<file path="config.mk">
export PLATFORM = sky130hd
export DESIGN_NAME = sqbs_ctrl
export DESIGN_NICKNAME = d
export VERILOG_FILES = /design/src/design/sprite_quad_batch_setup_defines.svh /design/src/design/sqbs_pkg.sv /design/src/design/sqbs_ctrl.sv
export SDC_FILE = /design/constraint.sdc
export NUM_CORES = 1
export LEC_CHECK = 0
export ABC_AREA = 1
export BUFFER_PORTS_ARGS = -buffer_cell sky130_fd_sc_hd__buf_2
export CAP_MARGIN = 20
export CELL_PAD_IN_SITES_DETAIL_PLACEMENT = 0
export CELL_PAD_IN_SITES_GLOBAL_PLACEMENT = 1
export CORE_ASPECT_RATIO = 1.1
export CORE_MARGIN = 2
export CORE_UTILIZATION = 32
export DETAILED_ROUTE_END_ITERATION = 10
export HOLD_SLACK_MARGIN = 0.1
export PLACE_DENSITY_LB_ADDON = 0.1
export SYNTH_ARGS = -nofsm -noshare
export SYNTH_HDL_FRONTEND = slang
export SYNTH_SLANG_ARGS = --single-unit
</file>
<file path="constraint.sdc">
create_clock -name clock -period 1.7 [get_ports clock]
set_input_delay 0.34 -clock clock [delete_from_list [all_inputs] [get_ports clock]]
set_output_delay 0.34 -clock clock [all_outputs]
set_load 0.01 [all_outputs]
</file>
<file path="src/design/sprite_quad_batch_setup_defines.svh">
// ----------------------------------------------------------------------------
// Sprite quad batch setup: assertion macros
// Concurrent-assertion helpers used by the top-level design file.
// ----------------------------------------------------------------------------
`ifndef SPRITE_QUAD_BATCH_SETUP_DEFINES_SVH
`define SPRITE_QUAD_BATCH_SETUP_DEFINES_SVH

// same-cycle implication
`define SQBS_ASSERT_IMPLY(label, clk, rst, ante, cons) \
   label: assert property (@(posedge clk) disable iff (rst) (ante) |-> (cons)) \
      else $error("sqbs assertion failed");

// next-cycle implication
`define SQBS_ASSERT_NEXT(label, clk, rst, ante, cons) \
   label: assert property (@(posedge clk) disable iff (rst) (ante) |=> (cons)) \
      else $error("sqbs assertion failed");

`endif

</file>
<file path="src/design/sqbs_pkg.sv">
// ----------------------------------------------------------------------------
// sqbs_pkg
// Types, constants and the CORDIC arctangent table for sprite quad setup.
// ----------------------------------------------------------------------------
package sqbs_pkg;

   localparam int BATCH_QUADS   = 1024;
   localparam int TEXTURE_SLOTS = 16;
   localparam int QUAD_W        = $clog2(BATCH_QUADS + 1);
   localparam int SNEXT_W       = $clog2(TEXTURE_SLOTS + 1);
   localparam int SLOT_W        = $clog2(TEXTURE_SLOTS);

   localparam int CORDIC_STEPS  = 18;
   localparam int STEP_W        = $clog2(CORDIC_STEPS);
   localparam logic signed [33:0] CORDIC_GAIN = 34'sd652032874;
   localparam logic signed [33:0] Q30_ONE     = 34'sd1073741824;

   localparam logic MODE_DRAW   = 1'b0;
   localparam logic MODE_EOF    = 1'b1;
   localparam logic KIND_VERTEX = 1'b0;
   localparam logic KIND_FLUSH  = 1'b1;

   typedef struct packed {
      logic               mode;
      logic signed [31:0] pos_x;
      logic signed [31:0] pos_y;
      logic [30:0]        width;
      logic [30:0]        height;
      logic [15:0]        angle;
      logic [31:0]        color;
      logic [15:0]        texture_id;
      logic [63:0]        uv_rect;
      logic [1:0]         flip;
   } sqbs_req_type;

   typedef struct packed {
      logic               kind;
      logic signed [31:0] vert_x;
      logic signed [31:0] vert_y;
      logic [15:0]        tex_u;
      logic [15:0]        tex_v;
      logic [31:0]        vertex_color;
      logic [3:0]         tex_slot;
      logic [15:0]        slot_texture;
      logic [10:0]        quad_count;
      logic [4:0]         slots_used;
      logic               last;
   } sqbs_rsp_type;

   typedef struct packed {
      logic              load_in;
      logic              restart;
      logic              emit_flush;
      logic              emit_vertex;
      logic              last;
      logic              resolve;
      logic              cordic_init;
      logic              cordic_step;
      logic              mul_step;
      logic              sum_step;
      logic [STEP_W-1:0] idx;
   } sqbs_cmd_type;

   typedef struct packed {
      logic is_eof;
      logic batch_full;
      logic quads_nz;
      logic tex_nz;
      logic hit;
      logic table_full;
      logic out_free;
   } sqbs_stat_type;

   // arctangent of 2^-i in 2^-24 turn units
   function automatic logic signed [24:0] atan_unit(input logic [STEP_W-1:0] i);
      logic signed [24:0] a;
      case (i)
         5'd0:    a = 25'sd2097152;
         5'd1:    a = 25'sd1238021;
         5'd2:    a = 25'sd654136;
         5'd3:    a = 25'sd332050;
         5'd4:    a = 25'sd166669;
         5'd5:    a = 25'sd83416;
         5'd6:    a = 25'sd41718;
         5'd7:    a = 25'sd20860;
         5'd8:    a = 25'sd10430;
         5'd9:    a = 25'sd5215;
         5'd10:   a = 25'sd2608;
         5'd11:   a = 25'sd1304;
         5'd12:   a = 25'sd652;
         5'd13:   a = 25'sd326;
         5'd14:   a = 25'sd163;
         5'd15:   a = 25'sd81;
         5'd16:   a = 25'sd41;
         5'd17:   a = 25'sd20;
         default: a = 25'sd0;
      endcase
      return a;
   endfunction

endpackage

</file>
<file path="src/design/sqbs_ctrl.sv">
// ----------------------------------------------------------------------------
// sqbs_ctrl
// Sequencer: intake, flush decisions, CORDIC, multiply and vertex emission.
// ----------------------------------------------------------------------------
module sqbs_ctrl
   import sqbs_pkg::*;
(
   input  logic          clock,
   input  logic          reset,
   input  logic          req_valid,
   output logic          req_stall,
   input  sqbs_stat_type stat,
   output sqbs_cmd_type  cmd
);

   localparam logic [2:0] ST_IDLE   = 3'd0;
   localparam logic [2:0] ST_DECIDE = 3'd1;
   localparam logic [2:0] ST_CORDIC = 3'd2;
   localparam logic [2:0] ST_MUL    = 3'd3;
   localparam logic [2:0] ST_SUM    = 3'd4;
   localparam logic [2:0] ST_EMIT   = 3'd5;

   logic [2:0]        state_ff, state_in;
   logic [STEP_W-1:0] cnt_ff, cnt_in;
   logic              need_restart, need_flush;

   assign req_stall    = reset || (state_ff != ST_IDLE);
   assign need_restart = stat.is_eof || stat.batch_full ||
                         (stat.tex_nz && !stat.hit && stat.table_full);
   assign need_flush   = need_restart && stat.quads_nz;

   always_comb begin
      state_in = state_ff;
      cnt_in   = cnt_ff;
      cmd      = '0;
      cmd.idx  = cnt_ff;
      case (state_ff)
         ST_IDLE: begin
            if (req_valid && !req_stall) begin
               cmd.load_in = 1'b1;
               state_in    = ST_DECIDE;
            end
         end
         ST_DECIDE: begin
            if (need_restart) begin
               if (!need_flush || stat.out_free) begin
                  cmd.restart    = 1'b1;
                  cmd.emit_flush = need_flush;
                  cmd.last       = stat.is_eof;
                  if (stat.is_eof) state_in = ST_IDLE;
               end
            end else begin
               cmd.resolve     = 1'b1;
               cmd.cordic_init = 1'b1;
               cnt_in          = '0;
               state_in        = ST_CORDIC;
            end
         end
         ST_CORDIC: begin
            cmd.cordic_step = 1'b1;
            if (cnt_ff == STEP_W'(CORDIC_STEPS - 1)) begin
               cnt_in   = '0;
               state_in = ST_MUL;
            end else begin
               cnt_in = cnt_ff + STEP_W'(1);
            end
         end
         ST_MUL: begin
            cmd.mul_step = 1'b1;
            if (cnt_ff == STEP_W'(3)) begin
               cnt_in   = '0;
               state_in = ST_SUM;
            end else begin
               cnt_in = cnt_ff + STEP_W'(1);
            end
         end
         ST_SUM: begin
            cmd.sum_step = 1'b1;
            state_in     = ST_EMIT;
         end
         ST_EMIT: begin
            if (stat.out_free) begin
               cmd.emit_vertex = 1'b1;
               cmd.last        = (cnt_ff == STEP_W'(3));
               if (cnt_ff == STEP_W'(3)) begin
                  cnt_in   = '0;
                  state_in = ST_IDLE;
               end else begin
                  cnt_in   = cnt_ff + STEP_W'(1);
                  state_in = ST_SUM;
               end
            end
         end
         default: begin
            state_in = ST_IDLE;
            cnt_in   = '0;
         end
      endcase
   end

   always_ff @(posedge clock) begin
      if (reset) begin
         state_ff <= ST_IDLE;
         cnt_ff   <= '0;
      end else begin
         state_ff <= state_in;
         cnt_ff   <= cnt_in;
      end
   end

endmodule

</file>
### After elaboration in Yosys (flattened, before gate mapping)

Index checks and enable logic that the tools add are counted.

| cells by class | value |
|---|---|
| $add $sub $neg | 1 |
| equal/unequal tests | 14 |
| muxes and demuxes | 29 |
| bitwise operators | 1 |
| reduce and logical (&&, ||, !) cells | 16 |

Operators with widths:

| operator | number |
|---|---|
| $pmux 5 s5 | 1 |
| $mux 3 | 8 |
| $mux 5 | 4 |
| $pmux 3 s6 | 1 |
| $mux 2 | 6 |
| $ne 2x2->1 const B | 5 |
| $mux 1 | 8 |
| $eq 3x2->1 const B | 2 |
| $eq 3x3->1 const B | 2 |
| $ne 3x3->1 const B | 2 |
| $reduce_and 6->1 | 1 |
| $add 5x1->5 const B | 1 |
| $eq 5x2->1 const B | 1 |
| $eq 5x5->1 const B | 1 |
| $logic_and 1x1->1 | 4 |
| $logic_or 1x1->1 | 4 |
| $eq 3x1->1 const B | 1 |
| $logic_not 1->1 | 3 |
| $logic_not 3->1 | 1 |
| $reduce_and 3->1 | 1 |
| $reduce_bool 3->1 | 1 |
| $pmux 1 s2 | 1 |
| $reduce_or 2->1 | 1 |
| $not 1->1 | 1 |

| storage, ports and cells | value |
|---|---|
| flip-flop bits (word level) | 8 |
| input port bits | 10 |
| output and inout port bits | 16 |

### Logic depth before layout (Yosys ltp)

Gate-level depths: netlist of the first run.

| depth | value |
|---|---|
| word-level depth | 10 |
| depth in mapped cells | 11 |
| mapped depth without buffers | 11 |

### Least setup slack after synthesis of the first run

No wires, ideal clock.

| timing path | value |
|---|---|
| path type | register to output |
| start | reg cnt_ff[0] |
| end | out cmd[10] in the netlist's numbering |
| data arrival time | 1108 ps |
| required time | 1360 ps |
| path slack | 252 ps |
| cell stages (with the launch flop) | 8 |
| buffers on the path | 0 |
| cells stage by stage | dfxtp_1 > ha_1 > inv_1 > nor2_1 > nand2_2 > inv_1 > nand2_1 > o21ai_0 |

RTL lines:

| what | RTL line | RTL |
|---|---|---|
| start, declared | sqbs_ctrl.sv:24 | `logic [STEP_W-1:0] cnt_ff, cnt_in;` |
| start signal, assigned | sqbs_ctrl.sv:107 | `cnt_ff <= cnt_in;` |
| end, declared | sqbs_ctrl.sv:13 | `output sqbs_cmd_type cmd` |

==> flow_summary.html, run 1 <==
<table>
<tr><th>Metric</th><th>Value</th></tr>
<tr><th colspan="2">Floorplanning</th></tr>
<tr><td>Std-Cell Rows</td><td>18</td></tr>
<tr><td>Floorplan die area</td><td>approximately 0.0027 mm2</td></tr>
<tr><td>Boundary Pins</td><td>26</td></tr>
<tr><td>Initial cell density of the core</td><td>33.3%</td></tr>
<tr><td>Chip Height</td><td>roughly 54 um</td></tr>
<tr><td>Core box area</td><td>0.00221 mm2</td></tr>
<tr><td>Die Wd</td><td>49.7 um</td></tr>
<tr><th colspan="2">Drt</th></tr>
<tr><td>Final routed wirelength across all metal layers</td><td>~2000 um</td></tr>
<tr><td>Post-detailed-route DRC marker count</td><td>0</td></tr>
<tr><td>WL per Instance</td><td>between 10 and 15 um</td></tr>
<tr><td>First-pass iteration count of the detailed router</td><td>4</td></tr>
<tr><td>First DRT Iteration DRCs</td><td>24</td></tr>
<tr><td>Final ANT Viol Nets</td><td>0</td></tr>
<tr><td>Vias</td><td>816</td></tr>
<tr><td>Post-DR vias/cell</td><td>~4.6</td></tr>
<tr><th colspan="2">Worst setup path</th></tr>
<tr><td>Largest fanout on the critical path</td><td>4</td></tr>
<tr><td>Worst EP required</td><td>roughly 1.4 ns</td></tr>
<tr><td>Cell-by-cell trace of the critical path</td><td>ha_4 -&gt; inv_1 -&gt; nor2_1 -&gt; nand2_2 -&gt; inv_1 -&gt; nand2_1 -&gt; o21ai_0 -&gt; buf_2</td></tr>
<tr><td>Startpoint Class</td><td>flop</td></tr>
<tr><td>Crit end category</td><td>primary output</td></tr>
<tr><td>Setup slack of the worst register-to-register path</td><td>0.29 ns</td></tr>
<tr><td>Setup Crit Path Kind</td><td>flop to primary output</td></tr>
<tr><td>CP max stage cell</td><td>sky130_fd_sc_hd__dfxtp_4</td></tr>
<tr><td>Depth of the worst register-to-register path</td><td>12</td></tr>
<tr><td>Reg2Reg Launch Point</td><td>cnt_ff[1]</td></tr>
<tr><td>RR Endpoint</td><td>state_ff[0]</td></tr>
<tr><td>Crit-path most repeated cell</td><td>sky130_fd_sc_hd__inv_1</td></tr>
<tr><td>Critical Path Max Stage Delay</td><td>between 0.3 and 0.4 ns</td></tr>
<tr><td>WP data arrival</td><td>1.30 ns</td></tr>
<tr><th colspan="2">Clock network</th></tr>
<tr><td>Maximum clock path buffer count</td><td>2</td></tr>
<tr><td>Clk sinks</td><td>8</td></tr>
<tr><td>Clock tree from TritonCTS</td><td>done</td></tr>
<tr><td>CTS HTree Levels</td><td>1</td></tr>
<tr><td>Hold_buf cts</td><td>0</td></tr>
<tr><td>Total clock buffers created by CTS</td><td>3</td></tr>
<tr><td>Clk Latency, worst-skew pair</td><td>between 0.2 and 0.3 ns</td></tr>
<tr><td>Clock-pin slew on the worst setup and hold paths</td><td>around 0.06 ns</td></tr>
<tr><td>CTS root buffer</td><td>sky130_fd_sc_hd__clkbuf_4</td></tr>
<tr><th colspan="2">STA</th></tr>
<tr><td>Post-route setup slack</td><td>a little under 0.06 ns</td></tr>
<tr><td>Setup repair after global routing missed its margin</td><td>true</td></tr>
<tr><td>Final period util</td><td>between 90% and 100%</td></tr>
<tr><td>Normalized max-slew margin</td><td>between 80 and 90%</td></tr>
<tr><td>Max-slew violation total from the final report</td><td>0</td></tr>
<tr><td>Period minus WS final</td><td>between 1.5 and 2 ns</td></tr>
<tr><td>Transition at the pin with the smallest max-transition slack</td><td>around 0.24 ns</td></tr>
<tr><td>Count of endpoints failing setup in the final report</td><td>0</td></tr>
<tr><td>Setup Skew</td><td>0.0119 ns</td></tr>
<tr><td>FMAX</td><td>609 MHz</td></tr>
<tr><td>Hold Fails Final Rpt</td><td>0</td></tr>
<tr><th colspan="2">Logic synthesis</th></tr>
<tr><td>Cell variety after synth</td><td>23</td></tr>
<tr><td>Sequential-to-total area share from yosys stat</td><td>between 20 and 25%</td></tr>
<tr><td>Avg Cell Area, Syn</td><td>approximately 6 um2</td></tr>
<tr><td>Number of instances in the synthesized netlist</td><td>around 120</td></tr>
<tr><td>Area share of the largest cell type after synthesis</td><td>between 20% and 30%</td></tr>
<tr><td>Synthesized area</td><td>around 730 um2</td></tr>
<tr><td>Synth Net Count</td><td>roughly 130</td></tr>
<tr><td>Cell taking the most area after synthesis</td><td>sky130_fd_sc_hd__dfxtp_1</td></tr>
<tr><td>Number of storage elements in the synthesis netlist</td><td>8</td></tr>
<tr><td>Cell types occupying the most area after synthesis</td><td>sky130_fd_sc_hd__dfxtp_1, sky130_fd_sc_hd__nand2_1, sky130_fd_sc_hd__inv_1</td></tr>
<tr><td>Number of synthesis warnings</td><td>0</td></tr>
<tr><th colspan="2">Power and ir drop</th></tr>
<tr><td>PnR Total Power</td><td>between 1 and 1.5 mW</td></tr>
<tr><td>Standby leakage power</td><td>around 0.54 nW</td></tr>
<tr><td>P per Cell Area</td><td>~1100 mW/mm2</td></tr>
<tr><td>Worst IR drop on VDD</td><td>approximately 580 uV</td></tr>
<tr><th colspan="2">GRT</th></tr>
<tr><td>First-pass GRT wire length</td><td>between 3000 and 4000 um</td></tr>
<tr><td>Pin count of the biggest net entering global routing</td><td>10</td></tr>
<tr><td>All-layer global routing usage</td><td>between 10% and 20%</td></tr>
<tr><td>Number of global-route vias before repair</td><td>723</td></tr>
<tr><td>Number of antenna violations at the first check in global routing</td><td>0</td></tr>
<tr><td>Overflow after GRT</td><td>0</td></tr>
<tr><th colspan="2">Placed design</th></tr>
<tr><td>Post-Place Setup Slack</td><td>~0.21 ns</td></tr>
<tr><td>Count of input and output buffers</td><td>25</td></tr>
<tr><td>Gpl congestion</td><td>0.823</td></tr>
<tr><td>Placed wire-length estimate</td><td>around 1600 um</td></tr>
<tr><th colspan="2">Flow run</th></tr>
<tr><td># Max-Cap Violations</td><td>0</td></tr>
<tr><th colspan="2">Min path</th></tr>
<tr><td>Endpoint of the worst hold-timing path</td><td>state_ff[2]</td></tr>
<tr><td>Number of cells on the worst hold path</td><td>2</td></tr>
<tr><td>Hold WC Path Type</td><td>input port to flop</td></tr>
<tr><td>Min-delay src</td><td>reset</td></tr>
<tr><th colspan="2">Finish</th></tr>
<tr><td>Diode count</td><td>0</td></tr>
<tr><td>Final net count</td><td>between 150 and 200</td></tr>
<tr><td>Fraction of layout cells with a size suffix above 1</td><td>between 30% and 40%</td></tr>
<tr><td>Layout area overhead</td><td>32.2%</td></tr>
<tr><td>Most frequent standard cell in the layout excluding fill and tap cells</td><td>sky130_fd_sc_hd__nand2_1</td></tr>
<tr><td>Most used cells in the layout excluding fill and tap cells</td><td>sky130_fd_sc_hd__nand2_1, sky130_fd_sc_hd__buf_2, sky130_fd_sc_hd__inv_1</td></tr>
<tr><th colspan="2">Run status</th></tr>
<tr><td>Run status</td><td>finished, final reports clean</td></tr>
</table>
[state kept, by name, indices dropped and copies added (netlist names)]
register,count
state_ff,3
cnt_ff,5
[area by class of cell]
cell class                      count  area (um2)
Sequential cell                     8         171
Multi-Input combinational cell     87         499
Timing Repair Buffer               29         155
Tap cell                           30        37.5
Clock buffer                        3        22.5
Fill cell                         273        1240
Inverter                           22        85.1
[logic make-up after synthesis]
logic type	after synthesis	share of synthesized area [%]
AOI/OAI and AO/OA	15	12.9
xor gates and xnor gates	2	2.39
adders and majority gates	2	3.41
buffers and inverters	24	13.3
DFF	8	21.8
and+or+nand+nor	68	46.2
[layer usage]
metal | wire length, um | vias up | GRT usage, %
met5 | 0 | - | 0
met4 | 8 | 0 | 4.17
met3 | 62 | 2 | 4.10
met2 | 1040 | 10 | 30.7
met1 | 839 | 367 | 16.3
li1 | - | 437 | -
[cells in the mapped netlist]
| cell | instances |
|---|---|
| sky130_fd_sc_hd__nand2_1 | 26 |
| sky130_fd_sc_hd__inv_1 | 19 |
| sky130_fd_sc_hd__nor2_1 | 15 |
| sky130_fd_sc_hd__nand3_1 | 10 |
| sky130_fd_sc_hd__dfxtp_1 | 8 |
| sky130_fd_sc_hd__a21oi_1 | 5 |
| sky130_fd_sc_hd__nand4_1 | 4 |
| sky130_fd_sc_hd__o21ai_0 | 4 |
| sky130_fd_sc_hd__inv_2 | 3 |
| sky130_fd_sc_hd__nand3_2 | 3 |
| sky130_fd_sc_hd__nor2_4 | 3 |
| sky130_fd_sc_hd__a21oi_2 | 2 |
| sky130_fd_sc_hd__buf_4 | 2 |
| sky130_fd_sc_hd__ha_1 | 2 |
| sky130_fd_sc_hd__nand2_2 | 2 |
| sky130_fd_sc_hd__nor2_2 | 2 |
| sky130_fd_sc_hd__nor3_1 | 2 |
| sky130_fd_sc_hd__xor2_1 | 2 |
| sky130_fd_sc_hd__nand2_4 | 1 |
| sky130_fd_sc_hd__o21ai_1 | 1 |
| sky130_fd_sc_hd__o21ai_2 | 1 |
| sky130_fd_sc_hd__o21bai_1 | 1 |
| sky130_fd_sc_hd__o21bai_2 | 1 |
[stage by stage]
| step | area [um2] | util, % | instances | setup TNS (ns) | hold WS, ns |
|---|---|---|---|---|---|
| finish | 971 | 44.0 | 179 | 0 | 0.317 |
| global route | 971 | 44.0 | 179 | -0.0469 | 0.335 |
| CTS | 936 | 42.4 | 177 | 0 | 0.326 |
| detailed placement | 897 | 40.6 | 174 | 0 | 0.524 |
| global placement | 897 | 40.6 | 174 | 0 | 0.504 |
| floorplan | 734 | - | 119 | 0 | 0.402 |
[worst max-delay path: cells and delay by family, from the launching register on]
family / cells / cell delay, ns
flip-flops: 1 / 0.36
AND/OR/NAND/NOR: 3 / 0.24
adder cells (fa/ha/maj): 1 / 0.13
buffers and inverters: 3 / 0.25
AO/OA/AOI/OAI: 1 / 0.06
[power by group]
| group | internal, mW | switching (mW) | leakage (nW) | total [mW] |
|---|---|---|---|---|
| clock network | 0.0812 | 0.0702 | 0.0138 | 0.151 |
| logic | 0.235 | 0.387 | 0.455 | 0.622 |
| registers | 0.244 | 0.0725 | 0.0678 | 0.316 |
[worst max-delay path by stage]
stage                startpoint  slack (ns)      end  cells past startpoint
global route          cnt_ff[0]       -0.05  cmd[10]                      8
detailed placement    cnt_ff[1]        0.21  cmd[10]                      8
floorplan             cnt_ff[0]        0.25  cmd[10]                      7
CTS                 state_ff[1]       0.009  cmd[12]                      6
finish                cnt_ff[1]        0.06  cmd[10]                      8
global placement      cnt_ff[1]        0.25  cmd[10]                      8
[repair_timing]
| item | CTS | global route |
|---|---|---|
| setup endpoints to repair | 2 | 4 |
| resized for setup | 5 | 7 |
| setup buffers | 0 | 2 |
| cloned | 0 | 0 |
No activity file was read; power rests on OpenSTA's default activity.
==> inputs of run 2 (changes only) <==
Settings changed: BUFFER_PORTS_ARGS -buffer_cell sky130_fd_sc_hd__buf_2 to unset, CORE_UTILIZATION 32 to 36, DONT_BUFFER_PORTS set to 1.
Clock period 1.7 ns to 1.4 ns, I/O delays scaled along.
==> run 2 against run 1 <==
  * Wire length grew 0.56%
  * Combinational power grew 57%
  * Count of clock-buffer cells in the layout is the same
  * Worst hold slack lost 0.060 ns
  * Die area shrank 10%
  * Core utilization grew 11 points
  * Largest cell class unchanged
  * Global-route usage grew 4.4 points
  * Sequential power grew 23%
  * Via count grew 2.0%
  * The run now ends with setup timing left
  * Critical endpoint is now cmd[12]
==> flow_summary.html, run 2 (same netlist as run 1, synthesis figures left out) <==
<table>
<tr><th>Metric</th><th>Value</th></tr>
<tr><th colspan="2">Floorplanning</th></tr>
<tr><td>Floorplan die area</td><td>0.00242 mm2 (-10%)</td></tr>
<tr><td>Std-Cell Rows</td><td>17 (-1)</td></tr>
<tr><td>Die Wd</td><td>47.1 um (-5.3%)</td></tr>
<tr><td>Chip Height</td><td>51.4 um (-5.3%)</td></tr>
<tr><td>Boundary Pins</td><td>26 (unchanged)</td></tr>
<tr><td>Initial cell density of the core</td><td>37.5% (+4.3 points)</td></tr>
<tr><td>Core box area</td><td>0.00196 mm2 (-11%)</td></tr>
<tr><th colspan="2">Clock network</th></tr>
<tr><td>Maximum clock path buffer count</td><td>2 (unchanged)</td></tr>
<tr><td>CTS HTree Levels</td><td>1 (unchanged)</td></tr>
<tr><td>Total clock buffers created by CTS</td><td>3 (unchanged)</td></tr>
<tr><td>CTS root buffer</td><td>sky130_fd_sc_hd__clkbuf_4</td></tr>
<tr><td>Clock-pin slew on the worst setup and hold paths</td><td>0.05 ns (about the same)</td></tr>
<tr><td>Clock tree from TritonCTS</td><td>done</td></tr>
<tr><td>Clk sinks</td><td>8 (unchanged)</td></tr>
<tr><td>Clk Latency, worst-skew pair</td><td>0.25 ns (about the same)</td></tr>
<tr><th colspan="2">Power and ir drop</th></tr>
<tr><td>Sw power</td><td>0.698 mW (+32%)</td></tr>
<tr><td>Sequential share of power</td><td>25.3% (-3.7 points)</td></tr>
<tr><td>Cell internal power dissipation</td><td>0.839 mW (+50%)</td></tr>
<tr><td>Standby leakage power</td><td>0.535 nW (-0.29%)</td></tr>
<tr><td>Clock share of power</td><td>11.3% (-2.6 points)</td></tr>
<tr><td>P per Cell Area</td><td>1430 mW/mm2 (+27%)</td></tr>
<tr><td>Worst IR drop on VDD</td><td>726 uV (+25%)</td></tr>
<tr><td>Net switching share of the total power</td><td>45.4% (-3.2 points)</td></tr>
<tr><td>Combinational Power Share</td><td>63.4% (+6.3 points)</td></tr>
<tr><th colspan="2">Min path</th></tr>
<tr><td>Hold WC Path Type</td><td>input port to flop</td></tr>
<tr><th colspan="2">Drt</th></tr>
<tr><td>Final routed wirelength across all metal layers</td><td>1960 um (+0.56%)</td></tr>
<tr><td>Vias</td><td>832 (+2.0%)</td></tr>
<tr><td>First-pass iteration count of the detailed router</td><td>4 (unchanged)</td></tr>
<tr><td>Post-DR vias/cell</td><td>4.78 (+4.9%)</td></tr>
<tr><td>Final ANT Viol Nets</td><td>0 (unchanged)</td></tr>
<tr><td>WL per Instance</td><td>11.3 um (+3.5%)</td></tr>
<tr><td>Post-detailed-route DRC marker count</td><td>0 (unchanged)</td></tr>
<tr><td>First DRT Iteration DRCs</td><td>9 (-63%)</td></tr>
<tr><th colspan="2">GRT</th></tr>
<tr><td>Pin count of the biggest net entering global routing</td><td>10 (unchanged)</td></tr>
<tr><td>Number of global-route vias before repair</td><td>856 (+18%)</td></tr>
<tr><td>All-layer global routing usage</td><td>19.9% (+4.4 points)</td></tr>
<tr><td>Overflow after GRT</td><td>0 (unchanged)</td></tr>
<tr><td>First-pass GRT wire length</td><td>3470 um (+13%)</td></tr>
<tr><td>Number of antenna violations at the first check in global routing</td><td>0 (unchanged)</td></tr>
<tr><th colspan="2">Finish</th></tr>
<tr><td>Final standard cell count with taps included and fillers excluded</td><td>174 (-2.8%)</td></tr>
<tr><td>Multi-input gate area</td><td>553 um2 (+11%)</td></tr>
<tr><td>Final net count</td><td>160 (-1.8%)</td></tr>
<tr><td>Largest reg by FF count</td><td>cnt_ff</td></tr>
<tr><td>Diode count</td><td>0 (unchanged)</td></tr>
<tr><td>Sequential cell area in the final layout</td><td>176 um2 (+2.9%)</td></tr>
<tr><td>Finished Core Util</td><td>55.1% (+11 points)</td></tr>
<tr><td>Leading registers by flop count</td><td>cnt_ff (5), state_ff (3)</td></tr>
<tr><td>Fill cell count</td><td>215 (-21%)</td></tr>
<tr><td>Final design area excluding fillers</td><td>0.00108 mm2 (+11%)</td></tr>
<tr><td>Number of flip-flops in the largest register</td><td>5 (unchanged)</td></tr>
<tr><td>Layout area overhead</td><td>46.8%</td></tr>
<tr><td>Most used cells in the layout excluding fill and tap cells</td><td>sky130_fd_sc_hd__buf_4, sky130_fd_sc_hd__nand2_1, sky130_fd_sc_hd__inv_1</td></tr>
<tr><td>Most frequent standard cell in the layout excluding fill and tap cells</td><td>sky130_fd_sc_hd__buf_4</td></tr>
<tr><td>Fraction of layout cells with a size suffix above 1</td><td>45.9% (+7.0 points)</td></tr>
<tr><th colspan="2">Run status</th></tr>
<tr><td>Violated checks</td><td>setup timing</td></tr>
<tr><td>Run status</td><td>complete, but fails checks</td></tr>
<tr><th colspan="2">STA</th></tr>
<tr><td>Max-slew violation total from the final report</td><td>0 (unchanged)</td></tr>
<tr><td>Period minus WS final</td><td>1.43 ns</td></tr>
<tr><td>WHS</td><td>0.257 ns (-0.0601 ns)</td></tr>
<tr><td>Setup Skew</td><td>0.00304 ns (-0.00889 ns)</td></tr>
<tr><td>Count of endpoints failing setup in the final report</td><td>2 (+2)</td></tr>
<tr><td>Post-route setup slack</td><td>-0.0272 ns (-0.0859 ns)</td></tr>
<tr><td>Hold Fails Final Rpt</td><td>0 (unchanged)</td></tr>
<tr><td>Transition at the pin with the smallest max-transition slack</td><td>0.456 ns (+0.218 ns)</td></tr>
<tr><td>Normalized max-slew margin</td><td>69.3% (-15 points)</td></tr>
<tr><td>Setup repair after global routing missed its margin</td><td>true</td></tr>
<tr><td>FMAX</td><td>701 MHz</td></tr>
<tr><td>Final period util</td><td>102%</td></tr>
<tr><th colspan="2">Placed design</th></tr>
<tr><td>Placed wire-length estimate</td><td>1490 um (-6.2%)</td></tr>
<tr><td>Total placed cells including tap cells</td><td>159 (-8.6%)</td></tr>
<tr><td>Placed inst area</td><td>860 um2 (-4.2%)</td></tr>
<tr><td>Post-Place Setup Slack</td><td>-0.0321 ns (-0.241 ns)</td></tr>
<tr><td>Count of input and output buffers</td><td>0 (-100%)</td></tr>
<tr><td>Gpl congestion</td><td>0.851 (+3.4%)</td></tr>
<tr><th colspan="2">Worst setup path</th></tr>
<tr><td>Startpoint Class</td><td>flop</td></tr>
<tr><td>Crit end category</td><td>primary output</td></tr>
<tr><td>Depth of the worst register-to-register path</td><td>8 (-4)</td></tr>
<tr><td>WP data arrival</td><td>1.15 ns (-0.15 ns)</td></tr>
<tr><td>RR Endpoint</td><td>cnt_ff[0]</td></tr>
<tr><td>Critical path origin</td><td>state_ff[2]</td></tr>
<tr><td>Worst EP required</td><td>1.12 ns (-0.24 ns)</td></tr>
<tr><td>Reg2Reg Launch Point</td><td>cnt_ff[0]</td></tr>
<tr><td>Largest fanout on the critical path</td><td>5 (+1)</td></tr>
<tr><td>Setup Crit Path Kind</td><td>flop to primary output</td></tr>
<tr><td>Setup slack of the worst register-to-register path</td><td>0.01 ns (-0.28 ns)</td></tr>
<tr><td>Critical path destination</td><td>cmd[12]</td></tr>
<tr><th colspan="2">Flow run</th></tr>
<tr><td># Max-Cap Violations</td><td>0 (unchanged)</td></tr>
</table>
run 2: changes by cell type in the layout (fill, tap and decap cells not counted), moves of 4 or more:
| cell | change |
|---|---|
| sky130_fd_sc_hd__buf_2 | -25 |
| sky130_fd_sc_hd__nand2_1 | -4 |
| sky130_fd_sc_hd__nor2_1 | -4 |
| sky130_fd_sc_hd__buf_4 | +20 |
| sky130_fd_sc_hd__nor2_2 | +4 |
run 2: how the worst min path moves through the flow:
stage,startpoint,endpoint,depth (start not counted)
after floorplan,reset,cnt_ff[3],1
after global placement,reset,cnt_ff[3],1
after detailed placement,reset,cnt_ff[3],1
after CTS,reset,state_ff[0],3
after global routing,reset,state_ff[1],3
final,reset,state_ff[1],3
run 2: per-stage QoR:
step	power, mW	setup TNS, ns
floorplan	0.893	0
global placement	1.11	0
detailed placement	1.11	-0.0392
CTS	1.50	-0.179
global route	1.69	-0.849
finish	1.54	-0.0489
run 2: critical path, cell delays in order (launching register included):
cell                      delay [ns]
sky130_fd_sc_hd__dfxtp_4        0.37
sky130_fd_sc_hd__inv_4          0.07
sky130_fd_sc_hd__nand3_4        0.08
sky130_fd_sc_hd__inv_4          0.07
sky130_fd_sc_hd__nand2_4        0.06
sky130_fd_sc_hd__nor3_2         0.10
sky130_fd_sc_hd__buf_4          0.14
run 2: power by group through the flow:
stage | Clock (mW) | Sequential (mW) | Combinational [mW]
finish | 0.174 | 0.389 | 0.974
global route | 0.196 | 0.399 | 1.10
CTS | 0.189 | 0.383 | 0.925
detailed placement | 0 | 0.351 | 0.763
global placement | 0 | 0.350 | 0.755
floorplan | 0 | 0.333 | 0.560
run 2: layout make-up:
type | instances | share of cell area (%)
clock buffers | 3 | 2.09
repair buffers | 26 | 18.7
flip-flops and latches | 8 | 16.4
well taps | 28 | 3.25
multi-input cells | 87 | 51.3
inverters | 22 | 8.35
run 2: repair_timing:
item                                    CTS  global route
resized for setup                        31             4
hold buffers                              1             0
hold endpoints to repair                  3             0
endpoints found under the setup margin   13            17
setup buffers                             9             2
pin swaps                                 6             5
run 2: routing by layer:
metal  part of all wire, %  up-vias  wire (um)  global-route usage, %
met2                    54       13       1060                   35.2
met4                   2.3        0         46                   8.80
li1                      -      435          -                      -
met5                     0        -          0                      0
met1                    40      378        792                   21.4
met3                   3.2        6         63                   4.59
